===== src/hw/rtl/trt_pkg.sv =====
// Shared types, constants and command/status structs of the trigger region table.
package trt_pkg;

  localparam int ENTRIES    = 32;
  localparam int IDX_W      = $clog2(ENTRIES);
  localparam int SIZE_SHIFT = 11;

  localparam int OP_W     = 3;
  localparam int SLOT_W   = 5;
  localparam int GROUP_W  = 16;
  localparam int SECTOR_W = 8;
  localparam int FLAG_W   = 7;
  localparam int UNITS_W  = 8;
  localparam int LOW_W    = 24;
  localparam int HIGH_W   = 25;
  localparam int HANDLE_W = 32;
  localparam int STATUS_W = 2;

  localparam int IN_DATA_W  = 184;
  localparam int OUT_DATA_W = 64;

  // class mask bits hit by narrow (0x20) and wide (0x60) regions
  localparam int CLASS_NARROW_BIT = 5;
  localparam int CLASS_WIDE_BIT   = 6;

  typedef enum logic [OP_W-1:0] {
    OP_ADD_FREE = 3'd0,
    OP_ADD_AT   = 3'd1,
    OP_CANCEL   = 3'd2,
    OP_FIND     = 3'd3,
    OP_READ     = 3'd4,
    OP_CLEAR    = 3'd5
  } op_t;

  localparam logic [STATUS_W-1:0] ST_OK    = 2'd0;
  localparam logic [STATUS_W-1:0] ST_FULL  = 2'd1;
  localparam logic [STATUS_W-1:0] ST_NONE  = 2'd2;

  typedef enum logic [2:0] {
    RK_ADDR = 3'd0,
    RK_SLOT = 3'd1,
    RK_Q    = 3'd2,
    RK_FULL = 3'd3,
    RK_NONE = 3'd4,
    RK_DONE = 3'd5,
    RK_READ = 3'd6
  } res_kind_t;

  typedef struct packed {
    logic [HANDLE_W-1:0] handle;
    logic [HIGH_W-1:0]   hy;
    logic [HIGH_W-1:0]   hx;
    logic [LOW_W-1:0]    ly;
    logic [LOW_W-1:0]    lx;
    logic                wide;
    logic [SECTOR_W-1:0] sector;
    logic [GROUP_W-1:0]  group;
  } entry_t;

  typedef struct packed {
    logic      load;
    logic      addr_clr;
    logic      addr_adv;
    logic      issue;
    logic      rd_sel_slot;
    logic      eval_en;
    logic      wr_en;
    logic      wr_at_addr;
    logic      clr_all;
    logic      res_load;
    res_kind_t res_kind;
    logic      out_load;
  } ctl_cmd_t;

  typedef struct packed {
    logic is_find;
    logic slot_ok;
    logic addr_last;
    logic addr_free;
    logic find_hit;
    logic out_free;
  } dp_stat_t;

endpackage


===== src/hw/rtl/trt_ctrl.sv =====
// Controller state machine of the trigger region table.
module trt_ctrl
  import trt_pkg::*;
(
  input  logic            clk,
  input  logic            rst_n,
  input  logic            in_tvalid,
  output logic            in_tready,
  input  logic [OP_W-1:0] in_tuser,
  input  dp_stat_t        stat,
  output ctl_cmd_t        cmd
);

  typedef enum logic [7:0] {
    S_IDLE  = 8'b0000_0001,
    S_FREE  = 8'b0000_0010,
    S_PUT   = 8'b0000_0100,
    S_SCAN  = 8'b0000_1000,
    S_DRAIN = 8'b0001_0000,
    S_READ  = 8'b0010_0000,
    S_RDONE = 8'b0100_0000,
    S_POST  = 8'b1000_0000
  } state_t;

  state_t state_r;
  state_t state_nxt;

  assign in_tready = (state_r == S_IDLE);

  always_comb begin
    state_nxt = state_r;
    cmd       = '0;
    cmd.res_kind = RK_NONE;
    case (state_r)
      S_IDLE: begin
        if (in_tvalid) begin
          cmd.load     = 1'b1;
          cmd.addr_clr = 1'b1;
          case (in_tuser)
            OP_ADD_FREE: state_nxt = S_FREE;
            OP_ADD_AT:   state_nxt = S_PUT;
            OP_CANCEL:   state_nxt = S_SCAN;
            OP_FIND:     state_nxt = S_SCAN;
            OP_READ:     state_nxt = S_READ;
            OP_CLEAR: begin
              cmd.clr_all  = 1'b1;
              cmd.res_load = 1'b1;
              cmd.res_kind = RK_DONE;
              state_nxt    = S_POST;
            end
            default: begin
              cmd.res_load = 1'b1;
              cmd.res_kind = RK_NONE;
              state_nxt    = S_POST;
            end
          endcase
        end
      end
      S_FREE: begin
        if (stat.addr_free) begin
          cmd.wr_en      = 1'b1;
          cmd.wr_at_addr = 1'b1;
          cmd.res_load   = 1'b1;
          cmd.res_kind   = RK_ADDR;
          state_nxt      = S_POST;
        end else if (stat.addr_last) begin
          cmd.res_load = 1'b1;
          cmd.res_kind = RK_FULL;
          state_nxt    = S_POST;
        end else begin
          cmd.addr_adv = 1'b1;
        end
      end
      S_PUT: begin
        cmd.res_load = 1'b1;
        if (stat.slot_ok) begin
          cmd.wr_en    = 1'b1;
          cmd.res_kind = RK_SLOT;
        end else begin
          cmd.res_kind = RK_NONE;
        end
        state_nxt = S_POST;
      end
      S_SCAN: begin
        cmd.issue    = 1'b1;
        cmd.addr_adv = 1'b1;
        cmd.eval_en  = 1'b1;
        if (stat.is_find && stat.find_hit) begin
          cmd.res_load = 1'b1;
          cmd.res_kind = RK_Q;
          state_nxt    = S_POST;
        end else if (stat.addr_last) begin
          state_nxt = S_DRAIN;
        end
      end
      S_DRAIN: begin
        cmd.eval_en  = 1'b1;
        cmd.res_load = 1'b1;
        if (!stat.is_find) begin
          cmd.res_kind = RK_DONE;
        end else if (stat.find_hit) begin
          cmd.res_kind = RK_Q;
        end else begin
          cmd.res_kind = RK_NONE;
        end
        state_nxt = S_POST;
      end
      S_READ: begin
        cmd.issue       = 1'b1;
        cmd.rd_sel_slot = 1'b1;
        state_nxt       = S_RDONE;
      end
      S_RDONE: begin
        cmd.res_load = 1'b1;
        cmd.res_kind = RK_READ;
        state_nxt    = S_POST;
      end
      S_POST: begin
        if (stat.out_free) begin
          cmd.out_load = 1'b1;
          state_nxt    = S_IDLE;
        end
      end
      default: state_nxt = S_IDLE;
    endcase
  end

  always_ff @(posedge clk) begin
    if (!rst_n) begin
      state_r <= S_IDLE;
    end else begin
      state_r <= state_nxt;
    end
  end

  a_one_at_a_time: assert property (@(posedge clk) disable iff (!rst_n)
    (in_tvalid && in_tready) |=> !in_tready)
    else $error("transaction taken while busy");

  a_out_room: assert property (@(posedge clk) disable iff (!rst_n)
    cmd.out_load |-> stat.out_free)
    else $error("result loaded over pending output");

endmodule


===== config.mk =====
export PLATFORM = sky130hd
export DESIGN_NAME = trt_ctrl
export DESIGN_NICKNAME = d
export VERILOG_FILES = /design/src/hw/rtl/trt_pkg.sv /design/src/hw/rtl/trt_ctrl.sv
export SDC_FILE = /design/constraint.sdc
export NUM_CORES = 1
export LEC_CHECK = 0
export BUFFER_PORTS_ARGS = -buffer_cell sky130_fd_sc_hd__buf_2
export CAP_MARGIN = 30
export CORE_MARGIN = 10
export CORE_UTILIZATION = 30
export CTS_CLUSTER_DIAMETER = 30
export CTS_CLUSTER_SIZE = 30
export DETAILED_ROUTE_END_ITERATION = 12
export PLACE_DENSITY = 0.57
export SKIP_CTS_REPAIR_TIMING = 1
export SYNTH_ARGS = -nofsm -noshare
export SYNTH_HDL_FRONTEND = slang
export SYNTH_SLANG_ARGS = --single-unit

===== constraint.sdc =====
create_clock -name clk -period 1.8 [get_ports clk]
set_input_delay 0.09 -clock clk [delete_from_list [all_inputs] [get_ports clk]]
set_output_delay 0.09 -clock clk [all_outputs]
set_load 0.05 [all_outputs]

* Word level (Yosys, flattened, before mapping)
Index checks and enable logic that the tools add are counted.
** Cells by class
- Equal/unequal tests :: 17
- Muxes and demuxes :: 33
- Reduce and logical (&&, ||, !) cells :: 8
** Operators by type and width (count)
- $mux 8 :: 6
- $pmux 8 s6 :: 1
- $pmux 8 s4 :: 1
- $pmux 4 s6 :: 1
- $mux 4 :: 3
- $mux 1 :: 11
- $mux 3 :: 3
- $eq 8x1->1 const B :: 1
- $eq 8x2->1 const B :: 1
- $eq 8x3->1 const B :: 1
- $eq 8x4->1 const B :: 1
- $eq 8x5->1 const B :: 1
- $eq 8x6->1 const B :: 1
- $eq 8x7->1 const B :: 1
- $eq 8x8->1 const B :: 1
- $pmux 4 s2 :: 1
- $eq 3x2->1 const B :: 2
- $eq 3x3->1 const B :: 2
- $mux 2 :: 3
- $ne 3x3->1 const B :: 2
- $reduce_or 2->1 :: 3
- $mux 5 :: 1
- $reduce_or 5->1 :: 1
- $ne 2x2->1 const B :: 2
- other kinds (6) :: 7
** Storage, ports and cells
- Bits in registers :: 8
- Output and inout bits :: 15
- Word-level logic and storage cells :: 59

* Longest topological paths before layout
Gate-level depths: netlist of the first run.
- Depth in word-level cells :: 5
- Depth in mapped cells :: 5

* Least setup slack after synthesis of the first run
OpenSTA, ideal clock, no wires.
- Kind :: register to output
- Start :: reg state_r[4]
- End :: out cmd[13] (netlist bit)
- Arrival time :: 2.034 ns
- Slack :: -0.324 ns
- Stages on the path, launching flop included :: 6
- Path buffers :: 2
- Cell sequence :: dfxtp_1 > buf_6 > or4_4 > nor2_4 > and2_2 > buf_4
** RTL lines
- start: declaration :: RTL line trt_ctrl.sv:25 : state_t state_r;
- start signal: assignment :: RTL line trt_ctrl.sv:132 : state_r <= state_nxt;
- end: declaration :: RTL line trt_ctrl.sv:11 : output ctl_cmd_t cmd

==> results of run 1 <==
## cell families after synthesis
kind of cell	share of synthesized area, %
XOR/XNOR	3.36
AO/OA/AOI/OAI	16.3
AND/OR/NAND/NOR	51.0
flip-flops	20.4
buffers and inverters	8.95
## stage by stage
step / cells / power, mW / hold slack [ps] / utilization [%] / area, µm²
final: 174 / 0.778 / 117 / 50.3 / 1250
after global routing: 174 / 0.825 / 132 / 50.3 / 1250
after CTS: 168 / 0.717 / 111 / 42.5 / 1050
after detailed placement: 165 / 0.580 / 378 / 41.6 / 1030
after global placement: 165 / 0.578 / 373 / 41.6 / 1030
after floorplan: 102 / 0.475 / 208 / - / 817
## routing by layer
layer  routed length [µm]  vias up
met1                 1150      447
met4                   31        0
met2                 1360       28
met5                    0        -
met3                  128        4
li1                     -      462
## placed cells by master, fill, tap and decap left out, types with 4 or more instances in the layout
master / n
clkbuf_4: 5
nand4b_1: 4
inv_1: 6
buf_2: 11
buf_4: 21
nand3_1: 4
nand2_1: 8
buf_6: 9
dfxtp_1: 4
nand4_1: 5
nor2_1: 10
## power breakdown
group | switching (mW) | internal [mW]
clock network | 0.0567 | 0.0760
logic | 0.249 | 0.198
registers | 0.0117 | 0.186
## how the worst min path moves through the flow
stage / from / end / slack, ps / cells past startpoint
after floorplan: stat[3] / state_r[4]$_SDFFE_PN0P_ / 210 / 2
after global placement: rst_n / state_r[1]$_SDFFE_PN0P_ / 370 / 3
after detailed placement: rst_n / state_r[1]$_SDFFE_PN0P_ / 380 / 3
after CTS: rst_n / state_r[1]$_SDFFE_PN0P_ / 110 / 3
after global routing: in_tuser[2] / state_r[5]$_SDFFE_PN0P_ / 130 / 3
final: in_tuser[2] / state_r[5]$_SDFFE_PN0P_ / 120 / 3
## area by class of cell
class | count | area share [%]
Clock buffer | 3 | 1.81
Timing Repair Buffer | 46 | 30.0
Tap cell | 30 | 3.01
Multi-Input combinational cell | 80 | 49.4
Inverter | 7 | 2.11
Sequential cell | 8 | 13.7
## critical path, cell delays in order, from the launching register on
cell,delay [ps]
dfxtp_4,360
buf_4,150
or4_4,440
nor4_4,300
a31oi_1,70
nand4_1,130
buf_6,170
==> results.toml, run 1 <==
[grt]
grt_start_max_net_pins = 10
grt_use_met1_pct = 11.4
gr-usage-met2_pct = 15.8
grt_overflow = 0
grt_pass1_wl_mm = 4.13
grtUsageMet3_pct = 2.09
busiest_layer = "met2"
antenna_found_initial = 0
grt_pass1_vias = 949
track_usage_pct = 9.61

[sta]
setup_viol_count_final = 9
slew_headroom_pct = 72.4
post-route-min-period_ps = 1950
finalHoldViolations = 0
slew_violations = 0
setup_tns_ps = -748
grt_setup_unrepaired = "yes"
setup_ws_ps = -152
max_freq_mhz = 512
clock_skew_ps = 2.95
finalCritPeriodShare_pct = 108
tightest_slew_ps = 408

[job]
maxCapViolCount = 0

[layout]
ff_latch_area_um2 = 170
num-fill-cells = 242
reg.largest.list = "state_r: 8 flops"
multi_input_area_um2 = 616
n_antenna_cell = 0
area_delta_synth_final_pct = 59.1
regMostFlops = "state_r"
largest_reg_flops = 8
drive_above_1_share_pct = 52.1
finalNetCount = 158

[floorplan]
dieHeight_um = 71.1
num_rows = 18
dieArea_mm2 = 0.00505
io_pins = 27
coreArea_mm2 = 0.00248
initial_core_util_pct = 31.6
fp.dieW_um = 71.1

[placement]
hpwlAfterDp_mm = 2.10
gp_congestion = 0.898
pre_cts_ws_ps = 34.9
portBuffers = 26

[routing]
vias_per_cell = 5.41
drtPass1Iterations = 4
drc = 0
drt_iter0_drc = 42
ant_nets = 0
drt-total-wl_mm = 2.67
routedWlPerCell_um = 15.3
vias = 941

[critical_path]
required_ps = 1710
endpoint_kind = "output pin"
worstSetupStartpointType = "register"
crit_path_start = "state_r[7]$_SDFFE_PN0P_"
ff2ff_path_depth = 5
crit_arrival_ps = 1860
endpoint = "cmd[3]"
path_class = "reg -> out"
r2r-start = "state_r[7]$_SDFFE_PN0P_"
r2r_setup_slack_ps = 70
worstReg2RegEnd = "state_r[0]$_SDFFE_PN1P_"
cp_max_fo = 5

[logic_synthesis]
yosysMostFrequentCell = "nor2_1"
yosysWarnings = 0
synth_top_area_cell = "dfxtp_1"
syn_area_um2 = 783
synth_area_leaders = "dfxtp_1 (20%), nor2_1 (5.3%), nand2_1 (4.8%)"
synth_common_cells = "nor2_1 (11), nand2_1 (10), dfxtp_1 (8)"
ys.flop_type = "dfxtp_1"
ys_seq_area_share_pct = 20.4
syn_avg_cell_area_um2 = 7.68
async_reset_ff_share_pct = 0
ys_ff_latch = 8
synth-edff-count = 0
ys_types = 39
syn_inst = 102
synth.net_count = 114
synth_top_area_share_pct = 20.4

[clocking]
cts_tree = "done"
clk_pin_slew_ps = 50
cts_max_level = 1
cts_max_path_buffers = 2
clk_latency_ps = 250
clkSinkCount = 8
clockRootBuffer = "clkbuf_4"
cts_buffers = 3

[run_status]
violations = "negative setup slack"
status = "finished, violations left"

[power]
vdd_drop_max_uv = 675
powerDensity_mw_per_mm2 = 624
p_leak_nw = 0.587

[worst_hold_path]
hold_path_class = "in -> reg"
No activity file was read; power rests on OpenSTA's default activity.
==> inputs of run 2 (changes only) <==
--- a/config.mk
+++ b/config.mk
@@ -10,9 +10,10 @@
 export CORE_MARGIN = 10
 export CORE_UTILIZATION = 30
 export CTS_CLUSTER_DIAMETER = 30
-export CTS_CLUSTER_SIZE = 30
+export CTS_CLUSTER_SIZE = 28
 export DETAILED_ROUTE_END_ITERATION = 12
 export PLACE_DENSITY = 0.57
+export SETUP_SLACK_MARGIN = 0.15
 export SKIP_CTS_REPAIR_TIMING = 1
 export SYNTH_ARGS = -nofsm -noshare
 export SYNTH_HDL_FRONTEND = slang
==> results.toml, run 2 (synthesis results as in run 1) <==
[routing]
routedWlPerCell_um = 16.0
wl_met1_mm = 1.14
wl_met2_mm = 1.49
met3_wirelength_um = 123
drt_iter0_drc = 89
vias = 966
vias_per_cell = 5.55
drtPass1Iterations = 4
drc = 0
ant_nets = 0
drt-total-wl_mm = 2.78
maxUsedRoutingLayer = "met4"

[critical_path]
crit_arrival_ps = 1890
crit_path_start = "state_r[4]$_SDFFE_PN0P_"
path_class = "reg -> out"
cp_max_fo = 4
required_ps = 1710
endpoint_kind = "output pin"
r2r-start = "state_r[2]$_SDFFE_PN0P_"
worstSetupStartpointType = "register"

[grt]
antenna_found_initial = 0
track_usage_pct = 9.84
grt_overflow = 0
grt_pass1_wl_mm = 4.19
grt_start_max_net_pins = 10
grt_pass1_vias = 915

[layout]
area_delta_synth_final_pct = 61.3
regMostFlops = "state_r"
num-fill-cells = 237
final_common_cell = "buf_4"
finalNetCount = 158
multi_input_area_um2 = 614
fin_util_pct = 51.0
drive_above_1_share_pct = 52.8
reg.largest.list = "state_r: 8 flops"
largest_reg_flops = 8
final_cell_mix = "buf_4 (20), nor2_1 (11), buf_2 (11)"
ff_latch_area_um2 = 166
n_antenna_cell = 0

[worst_hold_path]
hold_path_class = "in -> reg"
min-delay-start = "in_tuser[2]"

[floorplan]
num_rows = 18
dieArea_mm2 = 0.00505
dieHeight_um = 71.1
fp.dieW_um = 71.1
initial_core_util_pct = 31.6
coreArea_mm2 = 0.00248
io_pins = 27

[sta]
slew_violations = 0
finalHoldViolations = 0
hold_ws_ps = 114
post-route-min-period_ps = 1980
clock_skew_ps = 1.65
setup_ws_ps = -180
max_freq_mhz = 505
setup_viol_count_final = 8
grt_setup_unrepaired = "yes"
slew_headroom_pct = 76.5
setup_tns_ps = -990
finalCritPeriodShare_pct = 110
tightest_slew_ps = 348

[run_status]
status = "finished, violations left"
violations = "negative setup slack"

[placement]
gp_congestion = 0.913
hpwlAfterDp_mm = 2.17
pre_cts_ws_ps = 46.1
portBuffers = 26

[clocking]
cts_max_level = 1
clk_latency_ps = 250
cts_max_path_buffers = 2
clockRootBuffer = "clkbuf_4"
clkSinkCount = 8
cts_tree = "done"
clk_pin_slew_ps = 50
cts_buffers = 3

[job]
maxCapViolCount = 0

[power]
vdd_drop_max_uv = 464
powerDensity_mw_per_mm2 = 635
power.total_uw = 803
p_leak_nw = 0.590
## run 2: area by class of cell
type                    count  area share, %
clock buffers               3           1.78
well taps                  30           2.97
repair buffers             46           31.4
flip-flops and latches      8           13.2
multi-input cells          80           48.6
inverters                   7           2.08
## run 2: final timing paths
path	to	slack (ps)	cells past startpoint
min reg2reg	state_r[6]$_SDFFE_PN0P_	720	3
max	cmd[4]	-180	5
max reg2reg	state_r[0]$_SDFFE_PN1P_	60	4
min	state_r[5]$_SDFFE_PN0P_	110	3
## run 2: critical path: stages, from the launching register on
cell and delay (ps):
dfxtp_2 340, or4_4 590, nor3_4 290, a32oi_1 140
nand2_2 120, buf_6 160
## run 2: power breakdown
| part | switching, mW | leakage [nW] | internal [mW] |
|---|---|---|---|
| sequential | 0.0111 | 0.0667 | 0.186 |
| clock | 0.0632 | 0.0138 | 0.0765 |
| combinational | 0.255 | 0.510 | 0.210 |
## run 2: through the flow
stage / instances / area [µm²]
floorplan: 102 / 825
global placement: 169 / 1070
detailed placement: 169 / 1070
CTS: 172 / 1090
global route: 174 / 1260
finish: 174 / 1260
## run 2: metal layers
layer,up-vias,track usage (%)
met5,-,0
met4,0,3.66
met3,2,3.35
met2,26,17.8
met1,475,10.2
li1,463,-
